===== src/rtl/btlv_pkg.sv =====
// Shared types and constants for the BER-TLV header parser.
// No dependencies; used by btlv_step and ber_tlv_header_parser.
`default_nettype none

package btlv_pkg;

    // Parser phase, one-hot
    typedef enum logic [5:0]
    {
        PH_TAG1  = 6'b000001,
        PH_TAG2  = 6'b000010,
        PH_LEN1  = 6'b000100,
        PH_LENX  = 6'b001000,
        PH_VALUE = 6'b010000,
        PH_HALT  = 6'b100000
    } phase_t;

    // Classification of each byte
    typedef enum logic [2:0]
    {
        KIND_TAG     = 3'd0,
        KIND_LEN     = 3'd1,
        KIND_VALUE   = 3'd2,
        KIND_END     = 3'd3,
        KIND_BADLEN  = 3'd4,
        KIND_IGNORED = 3'd5
    } kind_t;

    localparam logic [4:0] TAG_MULTI      = 5'h1F;   // low bits of a two-byte tag
    localparam int         LEN_LONG_BIT   = 7;       // long-form length flag
    localparam logic [6:0] LEN_COUNT_ONE  = 7'd1;
    localparam logic [6:0] LEN_COUNT_TWO  = 7'd2;
    localparam logic [7:0] END_ZERO       = 8'h00;
    localparam logic [7:0] END_ONES       = 8'hFF;

    typedef struct packed
    {
        phase_t      phase;
        logic [15:0] tag;
        logic [15:0] len;
        logic [1:0]  len_left;
        logic [2:0]  hdr_cnt;
        logic [15:0] val_left;
    } state_t;

    typedef struct packed
    {
        kind_t       kind;
        logic        header_done;
        logic [15:0] tag_value;
        logic [15:0] value_length;
        logic [2:0]  header_size;
        logic [15:0] total_size;
        logic        total_overflow;
        logic [15:0] value_index;
        logic        last_of_value;
    } result_t;

endpackage

`default_nettype wire


===== src/rtl/btlv_step.sv =====
// Per-byte parse step: next parser state and result item for one byte.
// Purely combinational; uses btlv_pkg types.
`default_nettype none

module btlv_step
(
    input  wire logic [7:0]        data_byte,
    input  wire logic              restart,
    input  wire btlv_pkg::state_t  cur,
    output btlv_pkg::state_t       nxt,
    output btlv_pkg::result_t      res
);

    btlv_pkg::phase_t ph;
    logic [16:0]      total;
    logic [15:0]      val_dec;

    always_comb
    begin
        ph      = restart ? btlv_pkg::PH_TAG1 : cur.phase;
        nxt     = cur;
        res     = '0;
        val_dec = cur.val_left - 16'd1;

        unique case (ph)
            btlv_pkg::PH_TAG1:
            begin
                if (data_byte == btlv_pkg::END_ZERO || data_byte == btlv_pkg::END_ONES)
                begin
                    res.kind  = btlv_pkg::KIND_END;
                    nxt.phase = btlv_pkg::PH_HALT;
                end
                else
                begin
                    nxt.tag      = {8'd0, data_byte};
                    nxt.len      = '0;
                    nxt.len_left = '0;
                    nxt.val_left = '0;
                    nxt.hdr_cnt  = 3'd1;
                    res.kind     = btlv_pkg::KIND_TAG;
                    res.tag_value = {8'd0, data_byte};
                    nxt.phase = (data_byte[4:0] == btlv_pkg::TAG_MULTI) ?
                                btlv_pkg::PH_TAG2 : btlv_pkg::PH_LEN1;
                end
            end
            btlv_pkg::PH_TAG2:
            begin
                nxt.tag       = {cur.tag[7:0], data_byte};
                nxt.hdr_cnt   = 3'd2;
                res.kind      = btlv_pkg::KIND_TAG;
                res.tag_value = {cur.tag[7:0], data_byte};
                nxt.phase     = btlv_pkg::PH_LEN1;
            end
            btlv_pkg::PH_LEN1:
            begin
                nxt.hdr_cnt   = cur.hdr_cnt + 3'd1;
                res.tag_value = cur.tag;
                if (data_byte[btlv_pkg::LEN_LONG_BIT])
                begin
                    if (data_byte[6:0] == btlv_pkg::LEN_COUNT_ONE ||
                        data_byte[6:0] == btlv_pkg::LEN_COUNT_TWO)
                    begin
                        nxt.len_left = data_byte[1:0];
                        nxt.len      = '0;
                        res.kind     = btlv_pkg::KIND_LEN;
                        nxt.phase    = btlv_pkg::PH_LENX;
                    end
                    else
                    begin
                        res.kind  = btlv_pkg::KIND_BADLEN;
                        nxt.phase = btlv_pkg::PH_HALT;
                    end
                end
                else
                begin
                    nxt.len         = {8'd0, data_byte};
                    res.kind        = btlv_pkg::KIND_LEN;
                    res.header_done = 1'b1;
                end
            end
            btlv_pkg::PH_LENX:
            begin
                nxt.len       = {cur.len[7:0], data_byte};
                nxt.hdr_cnt   = cur.hdr_cnt + 3'd1;
                nxt.len_left  = cur.len_left - 2'd1;
                res.kind      = btlv_pkg::KIND_LEN;
                res.tag_value = cur.tag;
                res.header_done = (cur.len_left == 2'd1);
            end
            btlv_pkg::PH_VALUE:
            begin
                res.kind        = btlv_pkg::KIND_VALUE;
                res.tag_value   = cur.tag;
                res.value_index = cur.len - cur.val_left;
                nxt.val_left    = val_dec;
                if (val_dec == '0)
                begin
                    res.last_of_value = 1'b1;
                    nxt.phase         = btlv_pkg::PH_TAG1;
                end
            end
            default:
            begin
                res.kind  = btlv_pkg::KIND_IGNORED;
                nxt.phase = btlv_pkg::PH_HALT;
            end
        endcase

        // Header complete: zero length ends the element right here
        if (res.header_done)
        begin
            if (nxt.len == '0)
            begin
                res.last_of_value = 1'b1;
                nxt.phase         = btlv_pkg::PH_TAG1;
            end
            else
            begin
                nxt.val_left = nxt.len;
                nxt.phase    = btlv_pkg::PH_VALUE;
            end
        end

        total = {1'b0, nxt.len} + {14'd0, nxt.hdr_cnt};
        if (res.header_done || res.kind == btlv_pkg::KIND_VALUE)
        begin
            res.value_length   = nxt.len;
            res.header_size    = nxt.hdr_cnt;
            res.total_overflow = total[16];
            res.total_size     = total[16] ? 16'd0 : total[15:0];
        end
    end

endmodule

`default_nettype wire


===== src/rtl/ber_tlv_header_parser.sv =====
// BER-TLV header parser top level: input register, parse step, result register.
// Depends on btlv_pkg and btlv_step.
//
// Usage:
//   Slave channel (s_*) takes one raw byte of the encoded buffer per item;
//   s_tuser set means the byte starts a new tag and resynchronizes the parser.
//   Master channel (m_*) returns exactly one result item per input byte: the
//   byte's kind and header flag in m_tuser, tag, lengths, sizes and value
//   position in m_tdata, and m_tlast on the final value byte or on a header
//   whose value length is zero.
// Pipeline: two register stages (input register, then result register);
//   m_tvalid is driven by the result register once it captures the byte's result.
//   Throughput: one byte per cycle while m_tready does not stall the output, set
//   by the single parse step between the two registers; the parser state
//   updates in the same cycle the result is captured.
// Reset: both registers empty, parser expects a first tag byte, all stored
//   tag/length/count state is zero.
// Stall: when m_tready is low the result register holds; the input register
//   still takes one more byte, then s_tready drops until the result drains.
//   Items are never dropped or repeated.
`default_nettype none

module ber_tlv_header_parser
(
    input  wire logic        clk,
    input  wire logic        rst_n,

    input  wire logic        s_tvalid,
    output logic             s_tready,
    input  wire logic [7:0]  s_tdata,   // [7:0] data_byte
    input  wire logic        s_tuser,   // [0] restart

    output logic             m_tvalid,
    input  wire logic        m_tready,
    output logic [71:0]      m_tdata,   // [15:0] tag_value, [31:16] value_length,
                                        // [34:32] header_size, [50:35] total_size,
                                        // [51] total_overflow, [67:52] value_index,
                                        // [71:68] zero
    output logic [3:0]       m_tuser,   // [2:0] byte_kind, [3] header_done
    output logic             m_tlast    // last_of_value
);

    // Input register
    logic              in_valid_reg;
    logic [7:0]        in_byte_reg;
    logic              in_restart_reg;

    // Parser state and result register
    btlv_pkg::state_t  state_reg;
    btlv_pkg::state_t  state_next;
    btlv_pkg::result_t res_reg;
    btlv_pkg::result_t res_next;
    logic              out_valid_reg;

    logic              out_free;
    logic              load;
    logic              in_take;

    assign out_free = !out_valid_reg || m_tready;
    assign load     = in_valid_reg && out_free;
    assign s_tready = !in_valid_reg || out_free;
    assign in_take  = s_tvalid && s_tready;

    btlv_step u_step
    (
        .data_byte (in_byte_reg),
        .restart   (in_restart_reg),
        .cur       (state_reg),
        .nxt       (state_next),
        .res       (res_next)
    );

    always_ff @(posedge clk or negedge rst_n)
    begin
        if (!rst_n)
        begin
            in_valid_reg  <= 1'b0;
            out_valid_reg <= 1'b0;
            state_reg     <= '{phase: btlv_pkg::PH_TAG1, default: '0};
        end
        else
        begin
            if (in_take)
                in_valid_reg <= 1'b1;
            else if (load)
                in_valid_reg <= 1'b0;

            if (out_free)
                out_valid_reg <= in_valid_reg;

            if (load)
                state_reg <= state_next;
        end
    end

    // Payload registers, no reset needed
    always_ff @(posedge clk)
    begin
        if (in_take)
        begin
            in_byte_reg    <= s_tdata;
            in_restart_reg <= s_tuser;
        end
        if (load)
            res_reg <= res_next;
    end

    assign m_tvalid = out_valid_reg;
    assign m_tdata  = {4'd0,
                       res_reg.value_index,
                       res_reg.total_overflow,
                       res_reg.total_size,
                       res_reg.header_size,
                       res_reg.value_length,
                       res_reg.tag_value};
    assign m_tuser  = {res_reg.header_done, res_reg.kind};
    assign m_tlast  = res_reg.last_of_value;

`ifndef ASSERT_OFF
    // A header with nonzero length moves the parser into the value phase
    a_hdr_to_value: assert property (@(posedge clk) disable iff (!rst_n)
        (load && res_next.header_done && !res_next.last_of_value)
        |=> (state_reg.phase == btlv_pkg::PH_VALUE))
        else $error("header with value did not enter value phase");

    // End marker halts the parser
    a_end_halts: assert property (@(posedge clk) disable iff (!rst_n)
        (load && res_next.kind == btlv_pkg::KIND_END)
        |=> (state_reg.phase == btlv_pkg::PH_HALT))
        else $error("end marker did not halt parser");

    // In the value phase there is always at least one value byte to come
    a_value_left: assert property (@(posedge clk) disable iff (!rst_n)
        (state_reg.phase == btlv_pkg::PH_VALUE) |-> (state_reg.val_left != '0))
        else $error("value phase with no bytes left");

    // Overflowed total is reported as zero
    a_ovf_zero: assert property (@(posedge clk) disable iff (!rst_n)
        (out_valid_reg && res_reg.total_overflow) |-> (res_reg.total_size == '0))
        else $error("total size nonzero on overflow");
`endif

endmodule

`default_nettype wire


===== config.mk =====
export PLATFORM = sky130hd
export DESIGN_NAME = ber_tlv_header_parser
export DESIGN_NICKNAME = d
export VERILOG_FILES = /design/src/rtl/btlv_pkg.sv /design/src/rtl/btlv_step.sv /design/src/rtl/ber_tlv_header_parser.sv
export SDC_FILE = /design/constraint.sdc
export NUM_CORES = 1
export LEC_CHECK = 0
export CORE_ASPECT_RATIO = 0.9
export CORE_MARGIN = 5
export CORE_UTILIZATION = 45
export DETAILED_ROUTE_END_ITERATION = 6
export DONT_BUFFER_PORTS = 1
export SYNTH_ARGS = -nofsm -noshare
export SYNTH_HDL_FRONTEND = slang
export SYNTH_SLANG_ARGS = --single-unit
export TNS_END_PERCENT = 10

===== constraint.sdc =====
create_clock -name clk -period 4.95 [get_ports clk]
set_clock_uncertainty 0.1 [all_clocks]
set_input_delay 0.495 -clock clk [delete_from_list [all_inputs] [get_ports clk]]
set_output_delay 0.495 -clock clk [all_outputs]
set_load 0.01 [all_outputs]

==> impl_metrics.yaml, run 1 <==
sta:
  tns_ns: 0
  final_max_slew_viol_count: 0
  fmax_mhz: 219
  relSlewSlack_pct: 26.0
  setup_slack_ns: 0.386
  rsz0062_at_grt: "false"
  timing.final.crit_period_ns: 4.56
  hold_violations: 0
  setup_viol_count_final: 0
  holdWs_ns: 0.0640
  period_share_pct: 92.2
  worst_pin_slew_ns: 1.10
global_routing:
  grt.overflow.total: 0
  grt_max_degree: 76
  grt_usage_pct: 21.0
  grt_pass1_vias: 5455
  grt_pass1_wl_mm: 31.9
  antenna_found_initial: 0
pwr:
  power.total_uw: 3590
  cell_internal_pwr_uw: 2490
  power_per_cell_area_nw_per_um2: 425
  comb_power_share_pct: 18.1
  leakagePower_uw: 0.00335
  pwr-share-clk_pct: 39.0
  p_seq_share_pct: 42.9
  netSwitchingPower_uw: 1100
  vdd_drop_max_mv: 0.293
  sw_frac_of_total_pct: 30.5
worst_setup_path:
  reg2reg_setup_slack_ns: 0.39
  worstSetupStartpointType: "register"
  worstRegToRegCells: 13
  rr_endpoint: "m_tdata[40]$_SDFFCE_PP0P_"
  regToRegStartpoint: "in_byte_reg[2]$_DFFE_PP_"
  setup.worst_path.class: "reg -> reg"
  crit_arrival_ns: 4.62
  cp_max_fo: 18
  worstSetupEndpoint: "m_tdata[40]$_SDFFCE_PP0P_"
  end_kind: "register"
  critical_path.startpoint: "in_byte_reg[2]$_DFFE_PP_"
  cp.required_ns: 5.00
logic_synthesis:
  yosys.cell_types.count: 72
  synth_area_per_cell_um2: 10.3
  synth-edff-count: 82
  synth.cell_area_um2: 7540
  synth_ff_type: "edfxtp_1"
  synth-seq-cells: 143
  syn_inst: 732
  ys_async_sr_fraction_pct: 42.7
  ys_seq_area_share_pct: 52.9
  yosysWarnings: 0
routing:
  vias: 5691
  drtAntennaViolNets: 0
  drc_errors: 0
  top_layer: "met4"
  route.met3.wl_mm: 1.66
  dr.pass1.iters: 5
  viasPerCell: 5.97
  wl_met2_mm: 8.50
  wl_per_cell_um: 21.2
  wl_mm: 20.2
  met1_length_mm: 9.79
  drtIter0Drc: 637
die:
  die_area_um2: 19500
  chipWidth_um: 146
  ios: 92
  rows: 44
  core_um2: 16300
  initial_core_util_pct: 46.3
  die_h_um: 133
clock_network:
  clk_latency_ns: 0.42
  cts.sinks: 143
  cts.htree.levels: 4
  cts_tree: "done"
  cts_buffer_depth: 2
  cts_root_buffer: "clkbuf_16"
  cts_made_buffers: 17
  clkTransAtPathRegs_ns: 0.07
placement:
  post-place-ws_ns: 0.427
  hpwl_mm: 13.9
  gp_congestion: 0.885
  port_buffers: 0
layout:
  largest_reg_flops: 68
  syn2layout_area_growth_pct: 11.9
  drive_above_1_share_pct: 10.8
  antenna_cells: 0
  nets: 771
run:
  maxCapViolCount: 0
min_path:
  hold_class: "in -> reg"
  hp-start: "s_tdata[4]"
outcome:
  run_status: "complete, no violations"
## per-layer routing
metal / track usage, % / vias to the layer above
met5: 0 / -
met4: 6.01 / 0
met3: 6.02 / 26
met2: 29.3 / 247
met1: 31.8 / 2726
li1: - / 2692
## logic make-up (layout without fill, tap and decap cells)
group / count (synthesis) / in the layout / share of synthesized area [%]
AND/OR/NAND/NOR: 248 / 248 / 16.4
flip-flops: 143 / 143 / 52.9
AO/OA/AOI/OAI: 204 / 204 / 18.3
other: 1 / 4 / 0.0497
multiplexers: 3 / 3 / 0.431
adder cells (fa/ha/maj): 24 / 24 / 4.18
buffers and inverters: 81 / 93 / 4.53
XOR/XNOR: 28 / 28 / 3.25
## cell usage in the layout (no fill, tap or decap), types with 3 or more instances in the layout
master / instances
inv_1: 40
nor3b_1: 3
xnor2_1: 18
nor2b_1: 7
edfxtp_1: 82
a21boi_0: 3
a221oi_1: 10
a211oi_1: 5
bufinv_16: 4
ha_1: 22
and2_1: 5
nand3_1: 16
nor3_1: 21
dfrtp_1: 60
nor4_1: 8
a22o_1: 27
a22oi_1: 14
or2_2: 3
conb_1: 4
clkinvlp_4: 4
nand2b_1: 6
a21o_1: 3
o41ai_1: 3
or4_4: 3
nand4_1: 6
nor4_4: 3
nand2_1: 64
o31ai_1: 4
inv_6: 5
a21oi_1: 30
and3_1: 6
clkbuf_16: 17
o21ai_0: 67
a31oi_1: 5
nor2_1: 83
buf_4: 18
xor2_1: 10
o21a_1: 4
o22ai_1: 5
## final cells by class
type	instances	area, um^2
Clock buffer	18	439
Clock inverter	14	203
Fill cell	1450	7850
Inverter	41	154
Multi-Input combinational cell	511	3230
Sequential cell	143	3990
Tap cell	207	259
Timing Repair Buffer	20	173
## synthesized netlist by cell type, types with 3 or more instances
| library cell | n | area [um^2] |
|---|---|---|
| and3_1 | 6 | 37.5 |
| o21ai_0 | 67 | 335 |
| a21o_1 | 3 | 22.5 |
| o31ai_1 | 4 | 30.0 |
| o21a_1 | 4 | 30.0 |
| nand2_1 | 65 | 244 |
| a21oi_1 | 30 | 150 |
| a221oi_1 | 10 | 87.6 |
| a31oi_1 | 5 | 31.3 |
| nor4_4 | 3 | 63.8 |
| or2_2 | 3 | 18.8 |
| o22ai_1 | 5 | 31.3 |
| o41ai_1 | 3 | 26.3 |
| or4_4 | 3 | 33.8 |
| nor3_1 | 21 | 105 |
| nor2_1 | 83 | 312 |
| and2_1 | 5 | 31.3 |
| a211oi_1 | 5 | 37.5 |
| ha_1 | 22 | 275 |
| a21boi_0 | 3 | 22.5 |
| xor2_1 | 10 | 87.6 |
| buf_2 | 3 | 15.0 |
| inv_1 | 41 | 154 |
| nor4_1 | 8 | 50.1 |
| dfrtp_1 | 60 | 1500 |
| nand4_1 | 6 | 37.5 |
| clkbuf_1 | 27 | 101 |
| nand2b_1 | 6 | 37.5 |
| xnor2_1 | 18 | 158 |
| nand3_1 | 16 | 80.1 |
| buf_4 | 7 | 52.6 |
| nor3b_1 | 3 | 22.5 |
| a22oi_1 | 14 | 105 |
| nor2b_1 | 7 | 43.8 |
| edfxtp_1 | 82 | 2460 |
| a22o_1 | 27 | 236 |
## worst max-delay path: stages, from the launching register on
cell and delay, ns:
edfxtp_1 0.49, or4_4 0.60, nor3_4 0.21, nor3b_1 0.11, or3_1 0.34, buf_4 0.21, a22oi_1 0.39, inv_1 0.10
ha_1 0.32, nor2b_1 0.22, o2111ai_1 0.30, nor4_4 0.47, a31o_4 0.33, nor3_1 0.09
## repair_timing
item | 4_1_cts | 5_1_grt
hold endpoints to repair | 61 | 0
hold buffers | 2 | 0
buffers inserted | 0 | 0
setup endpoints to repair | 0 | 0
gates resized for setup | 0 | 0
## power groups by stage
stage                     Combinational, uW  Sequential [uW]  Clock [uW]
final                                   649             1540        1400
after global routing                    734             1550        1480
after CTS                               647             1540        1420
after detailed placement                628             1560           0
after global placement                  615             1560           0
after floorplan                         491             1510           0
## metrics by stage
step | cells | area (um^2) | utilization, %
after floorplan | 735 | 7550 | -
after global placement | 920 | 7760 | 47.6
after detailed placement | 920 | 7760 | 47.6
after CTS | 954 | 8440 | 51.8
after global routing | 954 | 8440 | 51.8
final | 954 | 8440 | 51.8
## how the worst min path moves through the flow
stage | end | slack, ns | cells past startpoint
2_1_floorplan | in_valid_reg$_DFFE_PN0P_ | 0.1 | 0
3_3_place_gp | m_tvalid$_DFFE_PN0P_ | 0.10 | 0
3_5_place_dp | in_valid_reg$_DFFE_PN0P_ | 0.10 | 0
4_1_cts | in_byte_reg[4]$_DFFE_PP_ | 0.05 | 0
5_1_grt | in_byte_reg[5]$_DFFE_PP_ | 0.04 | 0
6_report | in_byte_reg[4]$_DFFE_PP_ | 0.06 | 0
Power figures use the tool's default switching activity.
==> run 2: changes to the inputs <==
Settings changed: RECOVER_POWER from default to 25.
==> impl_metrics.yaml, run 2 (synthesized netlist as in run 1, its figures left out) <==
pwr:
  power_per_cell_area_nw_per_um2: 426
  vdd_drop_max_mv: 0.293
  netSwitchingPower_uw: 1090
  cell_internal_pwr_uw: 2490
  leakagePower_uw: 0.00334
  p_seq_share_pct: 42.9
  pwr-share-clk_pct: 39.0
  comb_power_share_pct: 18.0
  sw_frac_of_total_pct: 30.5
  power.total_uw: 3580
worst_setup_path:
  reg2reg_setup_slack_ns: 0.39
  rr_endpoint: "m_tdata[40]$_SDFFCE_PP0P_"
  cpPeakStageDelay_ns: 0.61
  worstRegToRegCells: 13
  cp.depth: 13
  cp.required_ns: 5.00
  end_kind: "register"
  worstSetupEndpoint: "m_tdata[40]$_SDFFCE_PP0P_"
  setup.worst_path.class: "reg -> reg"
  cpMaxStageDelayCell: "or4_4"
  worstSetupStartpointType: "register"
  cp_max_fo: 18
  regToRegStartpoint: "in_byte_reg[2]$_DFFE_PP_"
  crit_buf_inv: 2
  critical_path.startpoint: "in_byte_reg[2]$_DFFE_PP_"
  cp_cell_sequence: "or4_4 -> nor3_4 -> nor3b_1 -> or3_1 -> buf_4 -> a22oi_1 -> inv_1 -> ha_1 -> nor2b_1 -> o2111ai_1 -> nor4_4 -> a31o_4 -> nor3_1"
  path_delay_family: "simple AND/OR/NAND/NOR gates"
  crit_arrival_ns: 4.61
sta:
  relSlewSlack_pct: -134
  fmax_mhz: 219
  rsz0062_at_grt: "false"
  timing.final.crit_period_ns: 4.56
  final_max_slew_viol_count: 62
  worst_pin_slew_ns: 3.51
  holdWs_ns: 0.0645
  period_share_pct: 92.1
  tns_ns: 0
  setup_viol_count_final: 0
  hold_violations: 0
global_routing:
  grt_max_degree: 76
  grt_usage_pct: 21.0
  grt.overflow.total: 0
  grt_pass1_wl_mm: 31.9
  antenna_found_initial: 0
  grt_pass1_vias: 5455
layout:
  final_cells: 954
  syn2layout_area_growth_pct: 11.6
  ff_latch_area_um2: 3990
  nets: 771
  final_common_cell: "nor2_1"
  largest_reg_flops: 68
  multiInputGateArea_um2: 3230
  antenna_cells: 0
  fill_cells: 1454
  drive_above_1_share_pct: 10.7
  layout_common_cells: "83 x nor2_1, 82 x edfxtp_1, 67 x o21ai_0, 64 x nand2_1, 60 x dfrtp_1"
die:
  initial_core_util_pct: 46.3
  core_um2: 16300
  die_area_um2: 19500
  ios: 92
  chipWidth_um: 146
  rows: 44
  die_h_um: 133
routing:
  wl_per_cell_um: 21.2
  viasPerCell: 6.00
  drtAntennaViolNets: 0
  drtIter0Drc: 679
  vias: 5720
  wl_mm: 20.2
  dr.pass1.iters: 7
  drc_errors: 0
clock_network:
  cts_tree: "done"
  hold_buffers: 2
  cts_buffer_depth: 2
  cts.htree.levels: 4
  cts_made_buffers: 17
  clkTransAtPathRegs_ns: 0.06
  clk_latency_ns: 0.42
  cts.sinks: 143
  cts_root_buffer: "clkbuf_16"
  postCtsSetupRepairBufs: 0
  ctsResizeCount: 0
min_path:
  hold_class: "in -> reg"
outcome:
  run_status: "finished, violations left"
  failed_checks: "capacitance limit, slew limit"
run:
  maxCapViolCount: 1
placement:
  placed_cells: 920
  hpwl_mm: 13.9
  port_buffers: 0
  gp_congestion: 0.885
[run 2: power groups by stage]
| stage | Clock, uW | Combinational (uW) | Sequential, uW |
|---|---|---|---|
| 5_1_grt | 1480 | 731 | 1550 |
| 4_1_cts | 1420 | 647 | 1540 |
| 3_3_place_gp | 0 | 615 | 1560 |
| 3_5_place_dp | 0 | 628 | 1560 |
| 6_report | 1400 | 647 | 1540 |
| 2_1_floorplan | 0 | 491 | 1510 |
[run 2: cell type report]
| class | count | area share [%] |
|---|---|---|
| tap | 207 | 3.08 |
| sequential | 143 | 47.4 |
| multi-input combinational | 511 | 38.3 |
| clock inverter | 14 | 2.41 |
| clock buffer | 18 | 5.22 |
| inverter | 41 | 1.83 |
| timing repair buffer | 20 | 1.77 |
[run 2: worst min path at each step]
stage / from / endpoint / slack [ns] / depth (start not counted)
floorplan: rst_n / in_valid_reg$_DFFE_PN0P_ / 0.1 / 0
finish: s_tdata[4] / in_byte_reg[4]$_DFFE_PP_ / 0.06 / 0
detailed placement: rst_n / in_valid_reg$_DFFE_PN0P_ / 0.10 / 0
CTS: s_tdata[4] / in_byte_reg[4]$_DFFE_PP_ / 0.05 / 0
global route: s_tdata[5] / in_byte_reg[5]$_DFFE_PP_ / 0.04 / 0
global placement: rst_n / m_tvalid$_DFFE_PN0P_ / 0.10 / 0
[run 2: per-layer routing]
layer | vias to the layer above | GRT usage [%] | wire length (um)
met2 | 228 | 29.3 | 8500
met4 | 0 | 6.01 | 274
li1 | 2683 | - | -
met3 | 27 | 6.02 | 1660
met5 | - | 0 | 0
met1 | 2782 | 31.8 | 9790
[run 2: metrics by stage]
step / instance area, um^2 / util (%) / setup WS, ns
floorplan: 7550 / - / 0.666
global placement: 7760 / 47.6 / 0.594
detailed placement: 7760 / 47.6 / 0.427
CTS: 8440 / 51.8 / 0.418
global route: 8420 / 51.7 / 0.122
finish: 8420 / 51.7 / 0.393
==> run 3: changes to the inputs <==
Settings changed: ABC_AREA from default to 1.
==> impl_metrics.yaml, run 3 <==
logic_synthesis:
  syn_inst: 967
  synth_ff_type: "edfxtp_1"
  yosysMostFrequentCell: "nand2_1"
  synth.cells.most_frequent: "238 x nand2_1, 115 x inv_1, 105 x nor2_1"
  yosysWarnings: 0
  synth.top_cell.area_share_pct: 30.7
  yosys.cell_types.count: 47
  synth-edff-count: 82
  synth.largest_area_cell: "edfxtp_1"
  ys_seq_area_share_pct: 49.8
  ys_async_sr_fraction_pct: 42.7
  synth_area_per_cell_um2: 8.29
  synth-seq-cells: 143
  synth.cell_area_um2: 8010
  synthTopCellsByArea: "edfxtp_1 31%, dfrtp_1 19%, nand2_1 11%"
worst_setup_path:
  setup.worst_path.class: "reg -> reg"
  cp.required_ns: 5.00
  crit_arrival_ns: 3.94
  cp_max_fo: 13
  end_kind: "register"
  critical_path.startpoint: "state_reg[53]$_DFFE_PN1P_"
  worstSetupStartpointType: "register"
  worstRegToRegCells: 19
  regToRegStartpoint: "state_reg[53]$_DFFE_PN1P_"
pwr:
  leakagePower_uw: 0.00395
  vdd_drop_max_mv: 0.240
  power_per_cell_area_nw_per_um2: 435
  power.total_uw: 3830
clock_network:
  cts_made_buffers: 17
  cts_buffer_depth: 2
  cts_tree: "done"
  clkTransAtPathRegs_ns: 0.06
  cts.htree.levels: 4
  cts_root_buffer: "clkbuf_16"
  cts.sinks: 143
  clk_latency_ns: 0.43
layout:
  fill_cells: 1690
  final_common_cell: "nand2_1"
  largest_reg_flops: 68
  layout_common_cells: "238 x nand2_1, 114 x inv_1, 105 x nor2_1, 82 x edfxtp_1, 77 x nand3_1"
  nets: 1003
  drive_above_1_share_pct: 7.87
  utilization_pct: 50.3
  antenna_cells: 0
  final_cells: 1218
  syn2layout_area_growth_pct: 10.1
  finalInstanceArea_um2: 8820
sta:
  relSlewSlack_pct: 35.2
  fmax_mhz: 257
  timing.final.crit_period_ns: 3.89
  setup_viol_count_final: 0
  rsz0062_at_grt: "false"
  hold_violations: 0
  worst_pin_slew_ns: 0.969
  tns_ns: 0
  period_share_pct: 78.5
  final_max_slew_viol_count: 0
placement:
  port_buffers: 0
  gp_congestion: 0.899
  placed_area_um2: 8220
  hpwl_mm: 14.5
  placed_cells: 1185
die:
  die_h_um: 137
  die_area_um2: 20600
  initial_core_util_pct: 45.6
  ios: 92
  core_um2: 17600
  chipWidth_um: 151
  rows: 46
global_routing:
  grt_usage_pct: 20.5
  grt_use_met2_pct: 27.0
  grtUsageMet1_pct: 32.5
  busiest_layer: "met1"
  gr-usage-met3_pct: 5.93
  grt.overflow.total: 0
  grt_pass1_vias: 5969
  antenna_found_initial: 1
  grt_max_degree: 62
  grt_pass1_wl_mm: 32.8
routing:
  drtIter0Drc: 615
  vias: 6381
  wl_mm: 20.4
  drtAntennaViolNets: 0
  dr.pass1.iters: 5
  drc_errors: 0
  wl_per_cell_um: 16.7
  viasPerCell: 5.24
min_path:
  hp-start: "s_tdata[6]"
  hold_class: "in -> reg"
  whs_path_depth: 0
outcome:
  run_status: "complete, no violations"
run:
  maxCapViolCount: 0
-- run 3: cell count changes after synthesis, moves of 12 or more --
cell	before	now
nand2_1	65	238
inv_1	41	115
nand3_1	16	77
a22o_1	27	0
nor2_1	83	105
xnor2_1	18	1
a21oi_1	30	42
-- run 3: power by group --
part           total, uW  switching [uW]  internal, uW
Sequential          1590             150          1440
Combinational        985             699           285
Clock               1260             514           742
-- run 3: per-stage QoR --
step	hold WS [ns]	setup WS [ns]
after floorplan	0.0994	1.55
after global placement	0.102	1.19
after detailed placement	0.102	1.08
after CTS	0.0452	1.04
after global routing	0.0444	0.735
final	0.0604	1.06
-- run 3: cells by family after synthesis --
family | synth area share, %
simple gates | 26.1
buf+inv | 7.82
compound gates | 10.2
flops | 49.8
fa+ha+maj | 3.94
xor+xnor | 1.97
other cells | 0.0468
mux | 0.141
-- run 3: worst paths after layout --
check,endpoint,slack (ns)
worst min-delay path,in_byte_reg[6]$_DFFE_PP_,0.06
min in group asynchronous,state_reg[17]$_DFFE_PN0P_,0.49
worst max register to register,m_tdata[45]$_SDFFCE_PP0P_,1.06
max in group asynchronous,state_reg[53]$_DFFE_PN1P_,3.94
worst max-delay path,m_tdata[45]$_SDFFCE_PP0P_,1.06
worst min register to register,state_reg[45]$_DFFE_PN0P_,0.39
-- run 3: critical path: stages (launching register included) --
cell,delay [ns]
dfstp_2,0.54
inv_2,0.05
o21ai_1,0.21
nand3_4,0.20
inv_4,0.16
nand2_4,0.11
nand3_4,0.19
nand2_1,0.08
nand2_1,0.13
ha_1,0.19
inv_1,0.06
fa_1,0.41
o21bai_1,0.21
nand2_1,0.13
nor2_2,0.19
nand2_2,0.10
nor2_4,0.15
nand2_1,0.10
o21ai_2,0.22
a21oi_1,0.11
-- run 3: cell type report --
type / count / area, um^2 / area share (%)
timing repair buffer: 9 / 90.1 / 1.02
sequential: 143 / 3990 / 45.2
multi-input combinational: 673 / 3410 / 38.7
clock buffer: 19 / 433 / 4.91
tap: 240 / 300 / 3.40
inverter: 122 / 463 / 5.25
clock inverter: 12 / 136 / 1.55
-- run 3: routing by layer --
metal	vias up	routed length [um]
li1	3179	-
met1	2965	10600
met2	213	8180
met3	22	1330
met4	2	247
met5	-	20
-- run 3: timing repair --
| action | 4_1_cts | 5_1_grt |
|---|---|---|
| endpoints found under the hold margin | 61 | 0 |
| hold buffers | 2 | 0 |
| setup buffers | 0 | 0 |
| resized for setup | 0 | 0 |
